$ cat src/sv/bmb_pkg.sv
// Shared types and constants for the band meter ballistics unit.
// Used by bmb_ctl, bmb_dp and band_meter_ballistics_unit; no dependencies.
package bmb_pkg;

   // Default sizing handed to the top-level parameters.
   localparam int BAND_COUNT_DEF = 64;
   localparam int LEVEL_BITS_DEF = 11;

   // Item opcodes.
   localparam logic OP_UPDATE = 1'b0;
   localparam logic OP_CLEAR  = 1'b1;

   // Configuration register indexes.
   localparam logic CSR_PEAK_HOLD_FRAMES = 1'b0;
   localparam logic CSR_METER_HEIGHT     = 1'b1;

   // Reset values of the configuration registers.
   localparam logic [7:0] PEAK_HOLD_RESET    = 8'd20;
   localparam logic [9:0] METER_HEIGHT_RESET = 10'd256;

   // Decay factors after reset or clear, Q0.32.
   localparam logic [31:0] HOLD_DECAY_INIT = 32'd4294838447;
   localparam logic [31:0] PEAK_DECAY_INIT = 32'd4294966008;

   // Input word.
   typedef struct packed {
      logic        opcode;
      logic [5:0]  band_index;
      logic [23:0] magnitude;
   } req_type;

   // Result word.
   typedef struct packed {
      logic [10:0] bar_level;
      logic [10:0] peak_level;
   } rsp_type;

   // Controller sequence; each state is also the datapath step it commands.
   typedef enum logic [3:0] {
      ST_IDLE,
      ST_READ,
      ST_NORM,
      ST_LOG,
      ST_DB,
      ST_LV,
      ST_BAR,
      ST_DIV,
      ST_FIX,
      ST_HOLD,
      ST_HSQ,
      ST_PEAK,
      ST_PSQ,
      ST_WRITE,
      ST_DONE
   } ctl_state_type;

   // Commands from the controller to the datapath.
   typedef struct packed {
      ctl_state_type step;
      logic          accept;
      logic          load_rsp;
   } dp_cmd_type;

   // Status from the datapath to the controller.
   typedef struct packed {
      logic skip;
   } dp_status_type;

endpackage

$ cat src/sv/bmb_ctl.sv
// Controller state machine of the band meter ballistics unit.
// Depends on bmb_pkg; sequences bmb_dp and owns both handshakes.
module bmb_ctl
   import bmb_pkg::*;
(
   input  logic          clock,
   input  logic          reset,
   input  logic          req_valid,
   output logic          req_stall,
   output logic          rsp_valid,
   input  logic          rsp_stall,
   input  dp_status_type status,
   output dp_cmd_type    cmd
);

   ctl_state_type state_ff, state_in;
   logic [3:0]    iter_ff, iter_in;
   logic          rsp_valid_ff, rsp_valid_in;
   logic          accept;
   logic          out_free;

   assign accept   = req_valid && (state_ff == ST_IDLE);
   assign out_free = !rsp_valid_ff || !rsp_stall;

   // Next state.
   always_comb begin
      state_in = state_ff;
      case (state_ff)
         ST_IDLE:  if (req_valid) state_in = ST_READ;
         ST_READ:  state_in = status.skip ? ST_WRITE : ST_NORM;
         ST_NORM:  state_in = ST_LOG;
         ST_LOG:   if (iter_ff == 4'd15) state_in = ST_DB;
         ST_DB:    state_in = ST_LV;
         ST_LV:    state_in = ST_BAR;
         ST_BAR:   state_in = ST_DIV;
         ST_DIV:   state_in = ST_FIX;
         ST_FIX:   state_in = ST_HOLD;
         ST_HOLD:  state_in = ST_HSQ;
         ST_HSQ:   state_in = ST_PEAK;
         ST_PEAK:  state_in = ST_PSQ;
         ST_PSQ:   state_in = ST_WRITE;
         ST_WRITE: state_in = ST_DONE;
         ST_DONE:  if (out_free) state_in = ST_IDLE;
         default:  state_in = ST_IDLE;
      endcase
   end

   // Outputs and the squaring-loop counter.
   always_comb begin
      cmd.step     = state_ff;
      cmd.accept   = accept;
      cmd.load_rsp = (state_ff == ST_DONE) && out_free;
      req_stall    = (state_ff != ST_IDLE);
      iter_in      = (state_ff == ST_LOG) ? iter_ff + 4'd1 : 4'd0;
      if (cmd.load_rsp) begin
         rsp_valid_in = 1'b1;
      end else begin
         rsp_valid_in = rsp_valid_ff && rsp_stall;
      end
   end

   assign rsp_valid = rsp_valid_ff;

   always_ff @(posedge clock) begin
      if (reset) begin
         state_ff     <= ST_IDLE;
         iter_ff      <= 4'd0;
         rsp_valid_ff <= 1'b0;
      end else begin
         state_ff     <= state_in;
         iter_ff      <= iter_in;
         rsp_valid_ff <= rsp_valid_in;
      end
   end

`ifndef ASSERT_OFF
   a_accept_reads: assert property (@(posedge clock) disable iff (reset)
      accept |=> (state_ff == ST_READ))
      else $error("accepted word did not start a band read");
   a_log_length: assert property (@(posedge clock) disable iff (reset)
      (state_ff == ST_LOG && iter_ff == 4'd15) |=> (state_ff == ST_DB))
      else $error("log loop did not end after sixteen steps");
   a_load_valid: assert property (@(posedge clock) disable iff (reset)
      cmd.load_rsp |=> rsp_valid_ff)
      else $error("loaded result not presented");
   a_done_waits: assert property (@(posedge clock) disable iff (reset)
      (state_ff == ST_DONE && !out_free) |=> (state_ff == ST_DONE))
      else $error("result dropped while output busy");
`endif

endmodule

$ cat config.mk
export PLATFORM = sky130hd
export DESIGN_NAME = bmb_ctl
export DESIGN_NICKNAME = d
export VERILOG_FILES = /design/src/sv/bmb_pkg.sv /design/src/sv/bmb_ctl.sv
export SDC_FILE = /design/constraint.sdc
export NUM_CORES = 1
export LEC_CHECK = 0
export ABC_AREA = 1
export BUFFER_PORTS_ARGS = -buffer_cell sky130_fd_sc_hd__buf_4
export CELL_PAD_IN_SITES_DETAIL_PLACEMENT = 0
export CELL_PAD_IN_SITES_GLOBAL_PLACEMENT = 1
export CORE_MARGIN = 2
export CORE_UTILIZATION = 36
export CTS_CLUSTER_SIZE = 14
export DETAILED_ROUTE_END_ITERATION = 12
export PLACE_DENSITY = 0.75
export SLEW_MARGIN = 10
export SYNTH_ARGS = -nofsm -noshare
export SYNTH_HDL_FRONTEND = slang
export SYNTH_SLANG_ARGS = --single-unit
$ cat constraint.sdc
create_clock -name clock -period 3.1 [get_ports clock]
set_clock_uncertainty 0.15 [all_clocks]
set_input_delay 0.155 -clock clock [delete_from_list [all_inputs] [get_ports clock]]
set_output_delay 0.155 -clock clock [all_outputs]
set_load 0.01 [all_outputs]
==> impl_metrics.toml <==
[outcome]
status = "finished clean"

[logic_synthesis]
ys_seq_area_share_pct = 37.70
postSynthAreaPerCell_sq_um = 7.134
synthCells = 67
ys_ff_latch = 9
synth-edff-count = 0
syn_nets = 73
synthArstFlopShare_pct = 0
synth_area_sq_um = 478.0
synth_flop_cell = "dfxtp_1"
netlist-cell-type-count = 20
ys_warn_count = 0

[worst_setup_path]
critPathBufInv = 1
crit_path_max_incr_delay_ps = 500
critPathMaxFanout = 7
reg2reg_to = "state_ff[0]$_SDFFE_PP0P_"
criticalPathCategory = "flip-flop to primary output"
crit_family = "flip-flops"
cp.arrival_ps = 1220
worst_setup_path_start_kind = "flip-flop"
path_cells = "nand4_2 > nor2_1 > buf_4"
path_depth = 3
required_ps = 2790
r2r-start = "state_ff[2]$_SDFFE_PP0P_"
crit_path_end_kind = "primary output"
endpoint = "cmd[0]"
rr_worst_depth = 5
critPathLaunch = "state_ff[2]$_SDFFE_PP0P_"
cp_slowest_cell = "dfxtp_1"
r2r_slack_ps = 1790

[sta]
drv_slew = 0
fin_crit_ps = 1528
rsz0062_at_grt = "no"
whs_ps = 102.9
fin_crit_sh_pct = 49.30
tns_ps = 0
finalSetupViolations = 0
max_freq_mhz = 654.3
slew_headroom_pct = 79.57
finalHoldViolations = 0
worstMarginPinSlew_ps = 306.1

[grt]
grt_pass1_vias = 371
overflow = 0
grt_pass1_wl_microns = 1469
antenna_found_initial = 0
grt_max_degree = 9
track_usage_pct = 13.99

[clock_tree]
cts_htree_levels = 1
cts.sinks = 9
clockBufferDepth = 2
path_clk_slew_ps = 60
cts_setup_buffers = 0
cts_made_buffers = 3
cts-root-buf = "clkbuf_4"
cts_tree = "yes"
worstSkewPairLatency_ps = 260

[finish]
syn2layout_area_growth_pct = 29.06
final_core_utilization_pct = 48.62
postLayoutCellArea_sq_um = 616.8
layout-drive-gt1-share_pct = 27.71
stdcell_count = 98
antenna_cells = 0
final_nets = 90

[worst_hold_path]
min_path_type = "input pin to flip-flop"

[placement]
place_area_sq_um = 579.3
io_buffers = 12
dp.cells = 93
gp_congestion = 0.7546
dp_hpwl_microns = 726.4

[detailed_routing]
routed_wl_microns = 915
final_antenna_net_count = 0
drc = 0
routed_via_density = 4.745
detail_route.wl_per_cell_microns = 9.337
drtIter0Drc = 4
num_vias = 465
first_pass_iters = 4

[power_and_ir_drop]
powerDensity_mw_per_mm2 = 642.5
p_leak_nw = 0.3097
peakVddDrop_mv = 0.2593

[floorplan]
fp.dieArea_sq_mm = 0.001635
initial_core_util_pct = 37.67
chipHeight_microns = 40.44
core_area_sq_mm = 0.001269
die_w_microns = 40.44
rows = 13
ioPinCount = 13

[run]
maxCapViolations = 0
==> timing repair <==
item                                   in CTS  in global routing
hold buffers                                1                  0
gates resized for setup                     0                  0
endpoints found under the hold margin       4                  0
==> metrics by stage <==
stage | setup WS (ps) | power (mW)
2_1_floorplan | 1861 | 0.2541
6_report | 1572 | 0.3963
4_1_cts | 1553 | 0.4009
5_1_grt | 1501 | 0.4307
3_3_place_gp | 1783 | 0.3104
3_5_place_dp | 1785 | 0.3087
==> state kept, by name (all words and copies together), names as in the netlist <==
signal	flops
rsp_valid	1
state_ff	4
iter_ff	4
==> power by group <==
| part | internal, mW | switching [mW] |
|---|---|---|
| clock | 0.0476 | 0.0428 |
| sequential | 0.130 | 0.0244 |
| combinational | 0.0689 | 0.0831 |
| total | 0.246 | 0.150 |
==> cell type report <==
class	count	area [sq um]
clock inverter	1	5.005
multi-input combinational	49	260.3
fill	136	651.9
tap	15	18.77
clock buffer	3	22.52
inverter	8	30.03
timing repair buffer	13	100.1
sequential	9	180.2
==> synthesized netlist by cell type, types with 2 or more instances <==
cell     count  area share, %
nand2_1     13             10
nor2_1      11            8.6
dfxtp_1      9             38
nand3_1      9            9.4
inv_1        7            5.5
a21oi_1      3            3.1
nor2_4       2            4.7
==> kinds of logic after synthesis <==
logic type | after synthesis | synth area share [%]
and+or+nand+nor | 41 | 42.93
DFF | 9 | 37.70
buffers and inverters | 9 | 7.854
xor gates and xnor gates | 1 | 1.833
AOI/OAI and AO/OA | 6 | 7.065
adders and majority gates | 1 | 2.617
==> layout by cell type, fill, tap and decap left out, types with 2 or more instances in the layout <==
cell type   n
buf_4      12
clkbuf_4    3
nand2_1    13
inv_1       7
nand3_1     9
nor2_4      2
nor2_1     11
a21oi_1     3
dfxtp_1     9
==> worst min-delay path by stage <==
| stage | start | endpoint | depth (start not counted) |
|---|---|---|---|
| finish | rsp_stall | rsp_valid$_SDFF_PP0_ | 3 |
| global placement | reset | rsp_valid$_SDFF_PP0_ | 2 |
| detailed placement | reset | rsp_valid$_SDFF_PP0_ | 2 |
| global route | rsp_stall | rsp_valid$_SDFF_PP0_ | 3 |
| floorplan | reset | rsp_valid$_SDFF_PP0_ | 1 |
| CTS | rsp_stall | rsp_valid$_SDFF_PP0_ | 3 |
==> worst min-delay path: cells and delay by family <==
| family | cells | cell delay (ps) |
|---|---|---|
| compound gates | 1 | 80 |
| buf+inv | 1 | 110 |
| simple gates | 1 | 120 |
==> layer usage <==
layer / GRT usage, % / up-vias / wire length (microns)
met4: 7.500 / 0 / 8
met3: 3.333 / 2 / 56
li1: - / 247 / -
met1: 20.79 / 201 / 469
met2: 17.86 / 15 / 381
met5: 0 / - / 0
(Power assumes the default switching activity.)
